$ cat config.mk
export PLATFORM = sky130hd
export DESIGN_NAME = sms_list_reply_parser_flat
export DESIGN_NICKNAME = d
export VERILOG_FILES = /design/src/rtl/slrp_pkg.sv /design/src/rtl/slrp_if.sv /design/src/rtl/sms_list_reply_parser.sv /design/src/rtl/slrp_slot_acc.sv /design/src/rtl/slrp_fsm.sv /design/src/flat_wrapper.sv
export VERILOG_INCLUDE_DIRS = /design/src /design/src/rtl
export SDC_FILE = /design/constraint.sdc
export NUM_CORES = 1
export LEC_CHECK = 0
export ABC_AREA = 1
export BUFFER_PORTS_ARGS = -buffer_cell sky130_fd_sc_hd__buf_2
export CAP_MARGIN = 5
export CORE_MARGIN = 3
export CORE_UTILIZATION = 40
export DETAILED_ROUTE_END_ITERATION = 8
export GPL_TIMING_DRIVEN = 0
export PLACE_DENSITY = 0.54
export SLEW_MARGIN = 20
export SYNTH_ARGS = -nofsm -noshare
export SYNTH_HDL_FRONTEND = slang
export SYNTH_SLANG_ARGS = --single-unit
export TNS_END_PERCENT = 50
$ cat constraint.sdc
create_clock -name i_clk -period 5.18 [get_ports i_clk]
set_input_delay 0.259 -clock i_clk [delete_from_list [all_inputs] [get_ports i_clk]]
set_output_delay 0.259 -clock i_clk [all_outputs]
set_load 0.01 [all_outputs]
$ cat src/rtl/sms_list_reply_parser_macros.svh
// Assertion macros used by the parser top level.
`ifndef SMS_LIST_REPLY_PARSER_MACROS_SVH
`define SMS_LIST_REPLY_PARSER_MACROS_SVH

// Same-cycle implication, disabled while reset is asserted.
`define SLRP_ASSERT_IMP(label, clk, rst_n, ante, cons) \
    label: assert property (@(posedge clk) disable iff (!(rst_n)) (ante) |-> (cons)) \
        else $error("slrp: same-cycle check failed");

// Next-cycle implication, disabled while reset is asserted.
`define SLRP_ASSERT_NEXT(label, clk, rst_n, ante, cons) \
    label: assert property (@(posedge clk) disable iff (!(rst_n)) (ante) |=> (cons)) \
        else $error("slrp: next-cycle check failed");

`endif

$ cat src/rtl/slrp_pkg.sv
// Types, character codes and decode functions of the message-list reply parser.
package slrp_pkg;

    localparam logic [7:0] CHR_CR    = 8'h0D;
    localparam logic [7:0] CHR_LF    = 8'h0A;
    localparam logic [7:0] CHR_QUOTE = 8'h22;
    localparam logic [7:0] CHR_PLUS  = 8'h2B;
    localparam logic [7:0] CHR_C     = 8'h43;
    localparam logic [7:0] CHR_M     = 8'h4D;
    localparam logic [7:0] CHR_G     = 8'h47;
    localparam logic [7:0] CHR_L     = 8'h4C;
    localparam logic [7:0] CHR_0     = 8'h30;
    localparam logic [7:0] CHR_9     = 8'h39;
    localparam logic [7:0] CHR_R     = 8'h52;
    localparam logic [7:0] CHR_U     = 8'h55;
    localparam logic [7:0] CHR_S     = 8'h53;
    localparam logic [7:0] CHR_A     = 8'h41;

    localparam logic [2:0] HDR_LEN      = 3'd5;
    localparam logic [2:0] STAT_POS_MAX = 3'd7;
    localparam logic [2:0] STAT_POS_5TH = 3'd4;

    typedef enum logic [3:0] {
        PH_HUNT       = 4'd0,
        PH_SKIP       = 4'd1,
        PH_SLOT       = 4'd2,
        PH_STAT_OPEN  = 4'd3,
        PH_STATUS     = 4'd4,
        PH_NUM_OPEN   = 4'd5,
        PH_NUMBER     = 4'd6,
        PH_ALPHA_OPEN = 4'd7,
        PH_ALPHA      = 4'd8,
        PH_DATE_OPEN  = 4'd9,
        PH_DATE       = 4'd10,
        PH_WAIT_NL    = 4'd11,
        PH_MESSAGE    = 4'd12
    } t_phase;

    typedef enum logic [2:0] {
        KIND_HEADER = 3'd0,
        KIND_NUMBER = 3'd1,
        KIND_DATE   = 3'd2,
        KIND_MSG    = 3'd3,
        KIND_END    = 3'd4
    } t_kind;

    typedef enum logic [2:0] {
        ST_UNDEF      = 3'd0,
        ST_REC_UNREAD = 3'd1,
        ST_REC_READ   = 3'd2,
        ST_STO_UNSENT = 3'd3,
        ST_STO_SENT   = 3'd4,
        ST_ALL        = 3'd5
    } t_status;

    typedef struct packed {
        t_kind       kind;
        logic [7:0]  text_char;
        logic [15:0] slot_number;
        t_status     msg_status;
    } t_result;

    // Controls from the phase machine to the slot accumulator.
    typedef struct packed {
        logic       clear;
        logic       step;
        logic [3:0] digit;
    } t_acc_ctl;

    // Expected character of the "+CMGL" header at a match position.
    function automatic logic [7:0] hdr_char(input logic [2:0] idx);
        logic [7:0] c;
        unique case (idx)
            3'd0:    c = CHR_PLUS;
            3'd1:    c = CHR_C;
            3'd2:    c = CHR_M;
            3'd3:    c = CHR_G;
            3'd4:    c = CHR_L;
            default: c = 8'h00;
        endcase
        return c;
    endfunction

    // Status word from its first and fifth characters.
    function automatic t_status classify(input logic [7:0] first, input logic [7:0] fifth);
        t_status s;
        s = ST_UNDEF;
        if (first == CHR_R) begin
            if (fifth == CHR_U) s = ST_REC_UNREAD;
            else if (fifth == CHR_R) s = ST_REC_READ;
        end else if (first == CHR_S) begin
            if (fifth == CHR_U) s = ST_STO_UNSENT;
            else if (fifth == CHR_S) s = ST_STO_SENT;
        end else if (first == CHR_A) begin
            s = ST_ALL;
        end
        return s;
    endfunction

endpackage

$ cat src/rtl/slrp_if.sv
// Valid/ready channel interfaces for reply bytes and parsed result beats.
interface slrp_in_if;
    logic       valid;
    logic       ready;
    logic [7:0] rx_byte;
    logic       new_reply;

    modport source (output valid, output rx_byte, output new_reply, input ready);
    modport sink   (input valid, input rx_byte, input new_reply, output ready);
endinterface

interface slrp_out_if;
    logic        valid;
    logic        ready;
    logic [2:0]  kind;
    logic [7:0]  text_char;
    logic [15:0] slot_number;
    logic [2:0]  msg_status;

    modport source (output valid, output kind, output text_char, output slot_number,
                    output msg_status, input ready);
    modport sink   (input valid, input kind, input text_char, input slot_number,
                    input msg_status, output ready);
endinterface

$ cat src/rtl/sms_list_reply_parser.sv
// Top level of the message-list reply parser: input stage, parser and result stage.
//
// Usage:
//   i_in  carries one raw reply byte per beat (rx_byte) and new_reply, which
//         restarts the parser at the header hunt before that byte is parsed.
//   o_out carries zero or one result beat per input byte: a header with slot
//         and status, number, date/time and message characters, and a record
//         end after the message line's newline. Carriage returns are dropped.
//   Path: a byte is held in the input register and its result in the result
//   register, which drives o_out; a result is valid on o_out once it is loaded
//   there.
//   Throughput: one byte per cycle while o_out is not held off; the parser's
//   phase state and slot accumulator update once per byte.
//   Stall: while o_out is held off, the result register keeps its beat and
//   the input register takes one more byte if empty; after that i_in.ready drops
//   until the result register frees up. No beat is lost or repeated.
//   Reset (synchronous, active low): both registers empty, parser hunting for
//   the "+CMGL" header with all counters and captured status cleared.
//   SLOT_BITS sets the accumulator width; it saturates at all ones and the
//   low 16 bits travel in slot_number.
module sms_list_reply_parser
    import slrp_pkg::*;
#(
    parameter int SLOT_BITS = 16
) (
    input  logic              i_clk,
    input  logic              i_rst_n,
    slrp_in_if.sink           i_in,
    slrp_out_if.source        o_out
);

`include "sms_list_reply_parser_macros.svh"

    // input register
    logic       r_in_valid;
    logic [7:0] r_in_byte;
    logic       r_in_new;

    // result register
    logic       r_out_valid;
    t_result    r_out;

    logic                  w_adv;
    logic                  w_step;
    logic                  w_emit;
    t_result               w_result;
    t_acc_ctl              w_acc_ctl;
    logic [SLOT_BITS-1:0]  w_acc;
    logic [SLOT_BITS+15:0] w_acc_ext;

    // result stage can take a new beat when empty or draining this cycle
    assign w_adv      = !r_out_valid || o_out.ready;
    assign w_step     = r_in_valid && w_adv;
    assign i_in.ready = !r_in_valid || w_adv;

    always_ff @(posedge i_clk) begin
        if (!i_rst_n) begin
            r_in_valid <= 1'b0;
        end else if (i_in.ready) begin
            r_in_valid <= i_in.valid;
        end
    end

    always_ff @(posedge i_clk) begin
        if (i_in.valid && i_in.ready) begin
            r_in_byte <= i_in.rx_byte;
            r_in_new  <= i_in.new_reply;
        end
    end

    // zero-extend or truncate the accumulator to the 16-bit slot field
    assign w_acc_ext = {16'h0000, w_acc};

    slrp_slot_acc #(
        .SLOT_BITS (SLOT_BITS)
    ) u_slot_acc (
        .i_clk   (i_clk),
        .i_rst_n (i_rst_n),
        .i_en    (w_step),
        .i_ctl   (w_acc_ctl),
        .o_acc   (w_acc)
    );

    slrp_fsm u_fsm (
        .i_clk       (i_clk),
        .i_rst_n     (i_rst_n),
        .i_en        (w_step),
        .i_byte      (r_in_byte),
        .i_new_reply (r_in_new),
        .i_slot      (w_acc_ext[15:0]),
        .o_acc_ctl   (w_acc_ctl),
        .o_emit      (w_emit),
        .o_result    (w_result)
    );

    // load a result beat, or drop the slot when the byte produced nothing
    always_ff @(posedge i_clk) begin
        if (!i_rst_n) begin
            r_out_valid <= 1'b0;
        end else if (w_adv) begin
            r_out_valid <= r_in_valid && w_emit;
        end
    end

    always_ff @(posedge i_clk) begin
        if (w_step && w_emit) begin
            r_out <= w_result;
        end
    end

    assign o_out.valid       = r_out_valid;
    assign o_out.kind        = r_out.kind;
    assign o_out.text_char   = r_out.text_char;
    assign o_out.slot_number = r_out.slot_number;
    assign o_out.msg_status  = r_out.msg_status;

    `SLRP_ASSERT_IMP(a_cr_no_result, i_clk, i_rst_n, w_step && r_in_byte == CHR_CR, !w_emit)
    `SLRP_ASSERT_NEXT(a_in_hold, i_clk, i_rst_n, r_in_valid && !w_adv, r_in_valid && $stable(r_in_byte))
    `SLRP_ASSERT_IMP(a_hdr_only_fields, i_clk, i_rst_n, o_out.valid && o_out.kind != KIND_HEADER, o_out.slot_number == 16'h0000 && o_out.msg_status == ST_UNDEF)
    `SLRP_ASSERT_IMP(a_char_only_text, i_clk, i_rst_n, o_out.valid && (o_out.kind == KIND_HEADER || o_out.kind == KIND_END), o_out.text_char == 8'h00)

endmodule

$ cat src/rtl/slrp_slot_acc.sv
// Saturating decimal accumulator for the message slot number.
module slrp_slot_acc
    import slrp_pkg::*;
#(
    parameter int SLOT_BITS = 16
) (
    input  logic                 i_clk,
    input  logic                 i_rst_n,
    input  logic                 i_en,
    input  t_acc_ctl             i_ctl,
    output logic [SLOT_BITS-1:0] o_acc
);

    localparam int PROD_BITS = SLOT_BITS + 4;

    logic [SLOT_BITS-1:0] r_acc;
    logic [SLOT_BITS-1:0] n_acc;
    logic [PROD_BITS-1:0] w_sum;

    // acc * 10 + digit as two shifts and adds
    assign w_sum = ({4'b0, r_acc} << 3) + ({4'b0, r_acc} << 1)
                 + {{(PROD_BITS-4){1'b0}}, i_ctl.digit};

    always_comb begin
        n_acc = r_acc;
        if (i_ctl.clear) begin
            n_acc = '0;
        end else if (i_ctl.step) begin
            if (w_sum[PROD_BITS-1:SLOT_BITS] != 4'b0) n_acc = '1;
            else n_acc = w_sum[SLOT_BITS-1:0];
        end
    end

    always_ff @(posedge i_clk) begin
        if (!i_rst_n) begin
            r_acc <= '0;
        end else if (i_en) begin
            r_acc <= n_acc;
        end
    end

    assign o_acc = r_acc;

endmodule

$ cat src/rtl/slrp_fsm.sv
// Phase machine: header hunt, field walk, status capture and result decode.
module slrp_fsm
    import slrp_pkg::*;
(
    input  logic        i_clk,
    input  logic        i_rst_n,
    input  logic        i_en,
    input  logic [7:0]  i_byte,
    input  logic        i_new_reply,
    input  logic [15:0] i_slot,
    output t_acc_ctl    o_acc_ctl,
    output logic        o_emit,
    output t_result     o_result
);

    t_phase     r_phase, n_phase, c_phase;
    logic [2:0] r_match, n_match, c_match;
    logic [1:0] r_skip,  n_skip,  c_skip;
    logic [7:0] r_first, n_first;
    logic [7:0] r_fifth, n_fifth;
    logic [2:0] r_pos,   n_pos;
    logic [2:0] w_match_inc;
    logic [1:0] w_skip_inc;
    logic       w_digit;

    assign w_digit     = (i_byte >= CHR_0) && (i_byte <= CHR_9);
    assign w_skip_inc  = c_skip + 2'd1;

    always_comb begin
        // new reply restarts the hunt before this byte
        c_phase = i_new_reply ? PH_HUNT : r_phase;
        c_match = i_new_reply ? 3'd0 : r_match;
        c_skip  = i_new_reply ? 2'd0 : r_skip;

        n_phase = c_phase;
        n_match = c_match;
        n_skip  = c_skip;
        n_first = i_new_reply ? 8'h00 : r_first;
        n_fifth = i_new_reply ? 8'h00 : r_fifth;
        n_pos   = i_new_reply ? 3'd0 : r_pos;

        w_match_inc = 3'd0;
        o_acc_ctl.clear = i_new_reply;
        o_acc_ctl.step  = 1'b0;
        o_acc_ctl.digit = 4'(i_byte - CHR_0);
        o_emit = 1'b0;
        o_result.kind        = KIND_HEADER;
        o_result.text_char   = 8'h00;
        o_result.slot_number = 16'h0000;
        o_result.msg_status  = ST_UNDEF;

        if (i_byte != CHR_CR) begin
            unique case (c_phase)
                PH_HUNT: begin
                    if (c_match < HDR_LEN && i_byte == hdr_char(c_match))
                        w_match_inc = c_match + 3'd1;
                    else
                        w_match_inc = (i_byte == CHR_PLUS) ? 3'd1 : 3'd0;
                    n_match = w_match_inc;
                    if (w_match_inc == HDR_LEN) begin
                        n_match = 3'd0;
                        n_skip  = 2'd0;
                        o_acc_ctl.clear = 1'b1;
                        n_phase = PH_SKIP;
                    end
                end
                PH_SKIP: begin
                    n_skip = w_skip_inc;
                    if (w_skip_inc >= 2'd2) begin
                        n_skip  = 2'd0;
                        n_phase = PH_SLOT;
                    end
                end
                PH_SLOT: begin
                    if (w_digit) o_acc_ctl.step = 1'b1;
                    else n_phase = PH_STAT_OPEN;
                end
                PH_STAT_OPEN: begin
                    if (i_byte == CHR_QUOTE) begin
                        n_first = 8'h00;
                        n_fifth = 8'h00;
                        n_pos   = 3'd0;
                        n_phase = PH_STATUS;
                    end
                end
                PH_STATUS: begin
                    if (i_byte == CHR_QUOTE) begin
                        n_phase = PH_NUM_OPEN;
                        o_emit  = 1'b1;
                        o_result.kind        = KIND_HEADER;
                        o_result.slot_number = i_slot;
                        o_result.msg_status  = classify(r_first, r_fifth);
                    end else begin
                        if (r_pos == 3'd0) n_first = i_byte;
                        if (r_pos == STAT_POS_5TH) n_fifth = i_byte;
                        if (r_pos < STAT_POS_MAX) n_pos = r_pos + 3'd1;
                    end
                end
                PH_NUM_OPEN: begin
                    if (i_byte == CHR_QUOTE) n_phase = PH_NUMBER;
                end
                PH_NUMBER: begin
                    if (i_byte == CHR_QUOTE) begin
                        n_phase = PH_ALPHA_OPEN;
                    end else begin
                        o_emit = 1'b1;
                        o_result.kind      = KIND_NUMBER;
                        o_result.text_char = i_byte;
                    end
                end
                PH_ALPHA_OPEN: begin
                    if (i_byte == CHR_QUOTE) n_phase = PH_ALPHA;
                end
                PH_ALPHA: begin
                    if (i_byte == CHR_QUOTE) n_phase = PH_DATE_OPEN;
                end
                PH_DATE_OPEN: begin
                    if (i_byte == CHR_QUOTE) n_phase = PH_DATE;
                end
                PH_DATE: begin
                    if (i_byte == CHR_QUOTE) begin
                        n_phase = PH_WAIT_NL;
                    end else begin
                        o_emit = 1'b1;
                        o_result.kind      = KIND_DATE;
                        o_result.text_char = i_byte;
                    end
                end
                PH_WAIT_NL: begin
                    if (i_byte == CHR_LF) n_phase = PH_MESSAGE;
                end
                PH_MESSAGE: begin
                    o_emit = 1'b1;
                    if (i_byte == CHR_LF) begin
                        n_phase = PH_HUNT;
                        n_match = 3'd0;
                        o_result.kind = KIND_END;
                    end else begin
                        o_result.kind      = KIND_MSG;
                        o_result.text_char = i_byte;
                    end
                end
                default: begin
                    n_phase = PH_HUNT;
                    n_match = 3'd0;
                    n_skip  = 2'd0;
                    n_first = 8'h00;
                    n_fifth = 8'h00;
                    n_pos   = 3'd0;
                    o_acc_ctl.clear = 1'b1;
                end
            endcase
        end
    end

    always_ff @(posedge i_clk) begin
        if (!i_rst_n) begin
            r_phase <= PH_HUNT;
            r_match <= 3'd0;
            r_skip  <= 2'd0;
            r_first <= 8'h00;
            r_fifth <= 8'h00;
            r_pos   <= 3'd0;
        end else if (i_en) begin
            r_phase <= n_phase;
            r_match <= n_match;
            r_skip  <= n_skip;
            r_first <= n_first;
            r_fifth <= n_fifth;
            r_pos   <= n_pos;
        end
    end

endmodule

$ cat src/flat_wrapper.sv
// flat-port wrapper written by rule: the top's interface ports become plain ports
module sms_list_reply_parser_flat import slrp_pkg::*;
#(
    parameter int SLOT_BITS = 16
)
  (i_clk, i_rst_n, i_in_valid, i_in_rx_byte, i_in_new_reply, i_in_ready, o_out_valid, o_out_kind, o_out_text_char, o_out_slot_number, o_out_msg_status, o_out_ready);
  slrp_in_if i_in_i ();
  slrp_out_if o_out_i ();
  input  logic i_clk;
  input  logic i_rst_n;
  input wire logic [$bits(i_in_i.valid)-1:0] i_in_valid;
  input wire logic [$bits(i_in_i.rx_byte)-1:0] i_in_rx_byte;
  input wire logic [$bits(i_in_i.new_reply)-1:0] i_in_new_reply;
  output wire logic [$bits(i_in_i.ready)-1:0] i_in_ready;
  output wire logic [$bits(o_out_i.valid)-1:0] o_out_valid;
  output wire logic [$bits(o_out_i.kind)-1:0] o_out_kind;
  output wire logic [$bits(o_out_i.text_char)-1:0] o_out_text_char;
  output wire logic [$bits(o_out_i.slot_number)-1:0] o_out_slot_number;
  output wire logic [$bits(o_out_i.msg_status)-1:0] o_out_msg_status;
  input wire logic [$bits(o_out_i.ready)-1:0] o_out_ready;
  assign i_in_i.valid = i_in_valid;
  assign i_in_i.rx_byte = i_in_rx_byte;
  assign i_in_i.new_reply = i_in_new_reply;
  assign i_in_ready = i_in_i.ready;
  assign o_out_valid = o_out_i.valid;
  assign o_out_kind = o_out_i.kind;
  assign o_out_text_char = o_out_i.text_char;
  assign o_out_slot_number = o_out_i.slot_number;
  assign o_out_msg_status = o_out_i.msg_status;
  assign o_out_i.ready = o_out_ready;
  sms_list_reply_parser #(.SLOT_BITS(SLOT_BITS)) u_core (.i_clk(i_clk), .i_rst_n(i_rst_n), .i_in(i_in_i), .o_out(o_out_i));
endmodule
==> reports/qor.csv, run 1 <==
stage,metric,value,unit
yosys,synth.yosys.seq_area_share,0.365,
pwr,power_density,245,nW/um2
setup_path,slowest_stage,sky130_fd_sc_hd__edfxtp_1,
timing,setup_repair_after_global_routing_missed_its_margin,no,
timing,final-hold-violation-count,0,
run_status,result_of_the_run,completed,
floorplanning,chipHeight,126,um
setup_path,endpoint_kind,flop,
layout,drive_gt1_frac,0.134,
setup_path,critPathRequiredTime,5.39,ns
yosys,number_of_nets_in_the_synthesized_netlist,825,
floorplanning,horizontal_die_dimension,126,um
routing,drt_iter0_markers,483,
timing,worst_clock_skew,0.00890,ns
routing,antenna_nets_post_route,0,
yosys,synthesis.instances,775,
global_route,first_pass_grt_wire_length,26.8,mm
routing,avgRoutedWirePerCell,16.2,um
setup_path,crit_chain,"ha_1, ha_1, fa_1, nand3_1, nand2_1, a21oi_1, o21ai_1, nand3_1, nand2_1, xor2_1, nor2_1, nand2_1, buf_2, o21ai_0, a21oi_1",
clock_network,path_clk_slew,0.06,ns
floorplanning,initial_core_util,0.412,
layout,antennaDiodeCount,0,
yosys,synth_area_per_cell,7.40,um2
clock_network,postCtsSetupBuffers,0,
layout,layout.nets,880,
clock_network,cts-htree-levels,3,
layout,post-route-util,0.467,
yosys,netlist_area,5740,um2
floorplanning,row_count,43,
routing,detailed_route_wire_length_on_metal_1,7.89,mm
placed_design,portBuffers,44,
clock_network,clk_root_buffer_cell,sky130_fd_sc_hd__clkbuf_16,
layout,mostFrequentLayoutCell,sky130_fd_sc_hd__nand2_1,
timing,setup_viol,0,
placed_design,half_perimeter_wire_length_after_placement,12.1,mm
routing,drt_pass1_iterations,6,
clock_network,clock_sink_count,85,
timing,transition_time_at_the_pin_with_the_least_slew_margin,0.702,ns
placed_design,gp_congestion,0.876,
routing,dr_wl_met3,1.03,mm
pwr,irDropWorstVdd,0.000159,V
timing,slew_violations,0,
setup_path,worst-endpoint-arrival,3.68,ns
clock_network,cts_resized,0,
setup_path,slowest_delay,0.55,ns
global_route,grt_max_degree,31,
routing,finalWirelength,16.4,mm
layout,layout.filler_cells,1394,
timing,clock.fmax,0.289,GHz
clock_network,numCtsBuffers,9,
pwr,lkg_pwr,2.76,nW
routing,total_met2_wirelength_after_detailed_routing,7.21,mm
setup_path,critPathMostFrequentCell,sky130_fd_sc_hd__nand2_1,
floorplanning,core_area,13900,um2
timing,final_critical_path_required_period,3.46,ns
global_route,grt_antenna_before_repair,0,
layout,syn2layout_area_growth,13.4,%
floorplanning,floorplan.io_pins,45,
job,timing.max_cap.violations,0,
timing,setup_tns,0,ns
routing,post_drt_via_cell_ratio,5.50,
routing,drcViolationCount,0,
setup_path,timing.critical_path.from_type,flop,
clock_network,max-clock-path-buffers,2,
timing,final.period_utilization,0.669,
timing,timing.slew.headroom,0.531,
min_path,worstHoldPathCells,1,
clock_network,holdBufCountCts,0,
clock_network,cts_tree,done,
setup_path,worst_setup_path_type,reg -> reg,
yosys,synth.ff_latch_count,85,
setup_path,regToRegStartpoint,u_core.r_in_byte[2]$_DFFE_PP_,
yosys,synth.lib_cells_used.distinct,45,
routing,routed-via-count,5580,
yosys,yosys_warning_total,0,
min_path,hold_class,in -> reg,
routing,highest_metal_layer_with_signal_wires,met4,
clock_network,worstSkewPairLatency,0.35,ns
setup_path,r2r.worst_path.cells,15,
min_path,min-delay-start,i_in_rx_byte[2],
global_route,number_of_global_route_vias_before_repair,5224,
setup_path,r2r_end,u_core.u_slot_acc.o_acc[10]$_SDFFE_PN0P_,
floorplanning,die-area,15800,um2
setup_path,rrSetupSlack,1.72,ns
global_route,total_overflow_reported_by_the_global_router,0,
setup_path,worst-path-max-fanout,10,
global_route,globalRouteTotalUtil,0.209,
layout,layout.cells.most_common_list,"127 x sky130_fd_sc_hd__nand2_1, 90 x sky130_fd_sc_hd__inv_1, 90 x sky130_fd_sc_hd__a21oi_1, 86 x sky130_fd_sc_hd__nor2_1, 63 x sky130_fd_sc_hd__o21ai_0",
min_path,timing.hold.worst_endpoint,u_core.r_in_byte[2]$_DFFE_PP_,
## worst max path at each step
stage	end	startpoint	depth (start not counted)
final	u_core.u_slot_acc.o_acc[10]$_SDFFE_PN0P_	u_core.r_in_byte[2]$_DFFE_PP_	15
after global routing	u_core.u_slot_acc.o_acc[10]$_SDFFE_PN0P_	u_core.r_in_byte[2]$_DFFE_PP_	15
after CTS	u_core.u_slot_acc.o_acc[12]$_SDFFE_PN0P_	u_core.r_in_byte[2]$_DFFE_PP_	15
after detailed placement	u_core.u_slot_acc.o_acc[7]$_SDFFE_PN0P_	u_core.r_in_byte[3]$_DFFE_PP_	14
after global placement	u_core.u_slot_acc.o_acc[9]$_SDFFE_PN0P_	u_core.r_in_byte[2]$_DFFE_PP_	15
after floorplan	u_core.u_slot_acc.o_acc[12]$_SDFFE_PN0P_	u_core.r_in_byte[3]$_DFFE_PP_	14
## routing by layer
layer	GRT usage	vias up
li1	-	2762
met1	0.300	2597
met2	0.324	198
met3	0.0288	23
met4	0.0732	0
met5	0	-
## stage by stage
| stage | hold slack (ns) | std cells | setup WS [ns] | instance area, um2 | power (W) |
|---|---|---|---|---|---|
| floorplan | 0.358 | 775 | 2.33 | 5740 | 0.000853 |
| global placement | 0.439 | 999 | 1.80 | 6180 | 0.000898 |
| detailed placement | 0.437 | 999 | 1.78 | 6180 | 0.000899 |
| CTS | 0.0682 | 1015 | 1.75 | 6510 | 0.00161 |
| global route | 0.0749 | 1015 | 1.43 | 6510 | 0.00166 |
| finish | 0.0763 | 1015 | 1.72 | 6510 | 0.00159 |
## sequential cells by signal (all words and copies together) (netlist names)
name,flops
u_core.u_fsm.r_fifth,8
u_core.u_slot_acc.o_acc,16
u_core.o_out.slot_number,16
u_core.u_fsm.r_phase,4
u_core.u_fsm.r_pos,3
u_core.o_out.text_char,8
u_core.o_out.kind,3
u_core.r_in_byte,8
u_core.r_in_new,1
u_core.o_out.msg_status,3
u_core.u_fsm.r_skip,2
u_core.u_fsm.r_first,8
u_core.u_fsm.r_match,3
u_core.o_out.valid,1
u_core.r_in_valid,1
## cells in the mapped netlist, drive strengths merged
master / count / area, um2
dfxtp: 46 / 921
o41ai: 1 / 8.76
buf: 11 / 66.3
o21ai: 75 / 379
ha: 35 / 438
nor4: 5 / 46.3
o32ai: 1 / 8.76
nand2: 134 / 536
o22ai: 17 / 106
xnor2: 5 / 43.8
a21oi: 92 / 468
fa: 2 / 40.0
a22o: 1 / 8.76
nor2: 92 / 370
edfxtp: 39 / 1170
a21o: 2 / 15.0
o31ai: 3 / 22.5
a22oi: 1 / 7.51
inv: 104 / 393
a221oi: 3 / 26.3
o311ai: 2 / 17.5
a31o: 1 / 8.76
nand4: 9 / 56.3
xor2: 10 / 87.6
nor3: 8 / 40.0
nand3b: 1 / 7.51
o211ai: 3 / 22.5
a31oi: 11 / 68.8
a211oi: 2 / 15.0
clkbuf: 16 / 60.1
nand3: 43 / 278
## worst max-delay path: cells and delay by family, from the launching register on
| family | cells | cell delay (ns) |
|---|---|---|
| AO/OA/AOI/OAI | 4 | 0.73 |
| XOR/XNOR | 1 | 0.14 |
| adder cells (fa/ha/maj) | 3 | 1.01 |
| buffers and inverters | 1 | 0.24 |
| flip-flops | 1 | 0.55 |
| AND/OR/NAND/NOR | 6 | 0.63 |
## report_power, final
part	total, W	switching, W	internal (W)
registers	0.000737	0.0000205	0.000717
clock network	0.000708	0.000274	0.000435
logic	0.000149	0.000104	0.0000457
## layout make-up
class                   instances  area, um2  area share
repair buffers                 44        220      0.0338
well taps                     180        225      0.0346
inverters                     104        393      0.0604
plain buffers                  27        126      0.0194
clock inverters                 6       86.3      0.0133
multi-input cells             559       3130       0.480
clock buffers                  10        239      0.0367
flip-flops and latches         85       2090       0.321
## logic make-up (layout without fill, tap and decap cells)
kind of cell               Yosys count  in the layout  share of synthesized area
AOI/OAI and AO/OA                  215            215                      0.206
xor gates and xnor gates            15             15                     0.0229
adders and majority gates           37             37                     0.0833
buffers and inverters              131            191                     0.0905
DFF                                 85             85                      0.365
and+or+nand+nor                    292            292                      0.232
(Power assumes the default switching activity.)
==> run 2, diff against run 1 <==
clock period = 3.6 ns   (was 5.18 ns; I/O delays follow)
==> run 2 against run 1 <==
Net effect: count of clock-buffer cells in the layout is the same; setup slack worse by 1.4 ns; highest routed layer unchanged; core utilization is 0.64 points higher; critical endpoint unchanged; die area is the same; flip-flop and latch count unchanged; combinational power is 51% higher; clock power grew 44%; fmax up 5.5%.
==> reports/qor.csv, run 2 (synthesized netlist as in run 1, its figures left out) <==
stage,metric,value,unit,change
run_status,result_of_the_run,completed,,unchanged
floorplanning,floorplan.io_pins,45,,unchanged
global_route,first_pass_grt_wire_length,26.9,mm,was 26.8 mm
clock_network,cts-htree-levels,3,,unchanged
global_route,grt_antenna_before_repair,0,,unchanged
placed_design,portBuffers,44,,unchanged
timing,timing.hold.ws,0.00713,ns,was 0.0763 ns
setup_path,r2r_end,u_core.u_slot_acc.o_acc[10]$_SDFFE_PN0P_,,unchanged
clock_network,cts_tree,done,,unchanged
routing,post_drt_via_cell_ratio,5.47,,was 5.50
clock_network,max-clock-path-buffers,2,,unchanged
clock_network,numCtsBuffers,9,,unchanged
global_route,grt_busiest_layer,met2,,unchanged
routing,drt_pass1_iterations,5,,was 6
timing,setup_viol,0,,unchanged
floorplanning,row_count,43,,unchanged
setup_path,regToRegStartpoint,u_core.r_in_byte[1]$_DFFE_PP_,,was u_core.r_in_byte[2]$_DFFE_PP_
global_route,use_met3,0.0288,,unchanged
routing,drt_iter0_markers,508,,was 483
layout,layout.cells.most_common_list,"127 x sky130_fd_sc_hd__nand2_1, 90 x sky130_fd_sc_hd__inv_1, 89 x sky130_fd_sc_hd__a21oi_1, 86 x sky130_fd_sc_hd__nor2_1, 63 x sky130_fd_sc_hd__o21ai_0",,"was 127 x sky130_fd_sc_hd__nand2_1, 90 x sky130_fd_sc_hd__inv_1, 90 x sky130_fd_sc_hd__a21oi_1, 86 x sky130_fd_sc_hd__nor2_1, 63 x sky130_fd_sc_hd__o21ai_0"
global_route,total_overflow_reported_by_the_global_router,0,,unchanged
timing,clock.fmax,0.305,GHz,was 0.289 GHz
min_path,hold_class,in -> reg,,unchanged
placed_design,gp_congestion,0.876,,unchanged
layout,antennaDiodeCount,0,,unchanged
setup_path,worst-path-max-fanout,10,,unchanged
global_route,use_met1,0.300,,about the same
global_route,grt_max_degree,31,,unchanged
floorplanning,die-area,15800,um2,unchanged
routing,drcViolationCount,0,,unchanged
timing,transition_time_at_the_pin_with_the_least_slew_margin,0.706,ns,was 0.702 ns
setup_path,endpoint_kind,flop,,unchanged
job,timing.max_cap.violations,0,,unchanged
setup_path,rrSetupSlack,0.32,ns,was 1.72 ns
pwr,report.power.total,0.00231,W,was 0.00159 W
placed_design,dp.cells,999,,unchanged
clock_network,path_clk_slew,0.06,ns,about the same
min_path,worstHoldPathCells,1,,unchanged
layout,post-route-util,0.473,,was 0.467
timing,slew_violations,0,,unchanged
timing,timing.slew.headroom,0.529,,was 0.531
floorplanning,horizontal_die_dimension,126,um,unchanged
setup_path,r2r.worst_path.cells,15,,unchanged
min_path,timing.hold.worst_endpoint,u_core.r_in_byte[6]$_DFFE_PP_,,was u_core.r_in_byte[2]$_DFFE_PP_
layout,layout.filler_cells,1380,,was 1394
clock_network,worstSkewPairLatency,0.35,ns,about the same
setup_path,worst-endpoint-arrival,3.49,ns,was 3.68 ns
layout,sequential_cell_area,2090,um2,unchanged
timing,final.period_utilization,0.912,,was 0.669
routing,avgRoutedWirePerCell,16.1,um,was 16.2 um
global_route,globalRouteTotalUtil,0.210,,was 0.209
setup_path,critPathRequiredTime,3.81,ns,was 5.39 ns
timing,setup_repair_after_global_routing_missed_its_margin,no,,unchanged
clock_network,clock_sink_count,85,,unchanged
clock_network,clk_root_buffer_cell,sky130_fd_sc_hd__clkbuf_16,,unchanged
floorplanning,core_area,13900,um2,unchanged
pwr,power_density,350,nW/um2,was 245 nW/um2
routing,routed-via-count,5599,,was 5580
setup_path,timing.critical_path.from_type,flop,,unchanged
global_route,grt_util_met2,0.326,,was 0.324
layout,syn2layout_area_growth,15.0,%,was 13.4%
placed_design,half_perimeter_wire_length_after_placement,12.1,mm,unchanged
routing,finalWirelength,16.5,mm,was 16.4 mm
layout,multi_input_comb_area,3130,um2,about the same
layout,post_layout_nonfiller_instances,1024,,was 1015
min_path,min-delay-start,i_in_rx_byte[6],,was i_in_rx_byte[2]
timing,final_critical_path_required_period,3.28,ns,was 3.46 ns
global_route,number_of_global_route_vias_before_repair,5254,,was 5224
layout,mostFrequentLayoutCell,sky130_fd_sc_hd__nand2_1,,unchanged
pwr,irDropWorstVdd,0.000231,V,was 0.000159 V
layout,drive_gt1_frac,0.136,,was 0.134
pwr,lkg_pwr,2.80,nW,was 2.76 nW
routing,antenna_nets_post_route,0,,unchanged
floorplanning,initial_core_util,0.412,,unchanged
timing,setup_tns,0,ns,unchanged
floorplanning,chipHeight,126,um,unchanged
timing,final-hold-violation-count,0,,unchanged
timing,worst_clock_skew,0.00988,ns,was 0.00890 ns
setup_path,worst_setup_path_type,reg -> reg,,unchanged
layout,layout.nets,889,,was 880
## run 2: cell count changes in the layout (fill, tap and decap cells not counted), sizes merged
cell and change:
dlygate4sd3 +7, buf +2
## run 2: how the worst max path moves through the flow
stage,start,end,slack (ns),cells past startpoint
2_1_floorplan,u_core.r_in_byte[3]$_DFFE_PP_,u_core.u_slot_acc.o_acc[15]$_SDFFE_PN0P_,0.75,14
3_3_place_gp,u_core.r_in_byte[2]$_DFFE_PP_,u_core.u_slot_acc.o_acc[9]$_SDFFE_PN0P_,0.22,15
3_5_place_dp,u_core.r_in_byte[3]$_DFFE_PP_,u_core.u_slot_acc.o_acc[7]$_SDFFE_PN0P_,0.20,14
4_1_cts,u_core.r_in_byte[2]$_DFFE_PP_,u_core.u_slot_acc.o_acc[12]$_SDFFE_PN0P_,0.17,15
5_1_grt,u_core.r_in_byte[1]$_DFFE_PP_,u_core.u_slot_acc.o_acc[10]$_SDFFE_PN0P_,0.03,15
6_report,u_core.r_in_byte[1]$_DFFE_PP_,u_core.u_slot_acc.o_acc[10]$_SDFFE_PN0P_,0.32,15
## run 2: timing repair
action | in CTS | in global routing
gates resized for setup | 0 | 1
hold buffers | 7 | 0
buffers inserted | 0 | 2
setup endpoints to repair | 0 | 10
endpoints found under the hold margin | 7 | 0
## run 2: power by group
| part | internal [W] | switching [W] |
|---|---|---|
| Clock | 0.000626 | 0.000398 |
| Combinational | 0.0000722 | 0.000153 |
| Sequential | 0.00103 | 0.0000272 |
## run 2: layer usage
layer / vias to the layer above / wire length (um)
met4: 0 / 297
met1: 2608 / 8110
li1: 2787 / -
met5: - / 0
met3: 19 / 866
met2: 185 / 7260
## run 2: area by class of cell
| cell class | count | share of cell area |
|---|---|---|
| sequential | 85 | 0.317 |
| multi-input combinational | 559 | 0.474 |
| clock inverter | 6 | 0.0131 |
| buffer | 27 | 0.0192 |
| clock buffer | 10 | 0.0362 |
| inverter | 104 | 0.0595 |
| timing repair buffer | 53 | 0.0463 |
| tap | 180 | 0.0341 |
## run 2: through the flow
stage	setup slack, ns	cell area (um2)
after floorplan	0.747	5740
after global placement	0.217	6180
after detailed placement	0.197	6180
after CTS	0.170	6580
after global routing	0.0278	6600
final	0.317	6600
## run 2: worst max-delay path, cell delays in order (launching register included)
cell and delay, ns:
sky130_fd_sc_hd__edfxtp_1 0.56, sky130_fd_sc_hd__ha_1 0.27, sky130_fd_sc_hd__ha_1 0.23, sky130_fd_sc_hd__fa_1 0.42, sky130_fd_sc_hd__nand3_1 0.08, sky130_fd_sc_hd__nand2_1 0.12
sky130_fd_sc_hd__a21oi_2 0.22, sky130_fd_sc_hd__o21ai_1 0.14, sky130_fd_sc_hd__nand3_1 0.10, sky130_fd_sc_hd__nand2_1 0.06, sky130_fd_sc_hd__xor2_1 0.14, sky130_fd_sc_hd__nor2_1 0.09
sky130_fd_sc_hd__nand2_1 0.19, sky130_fd_sc_hd__buf_2 0.24, sky130_fd_sc_hd__o21ai_0 0.17, sky130_fd_sc_hd__a21oi_1 0.09
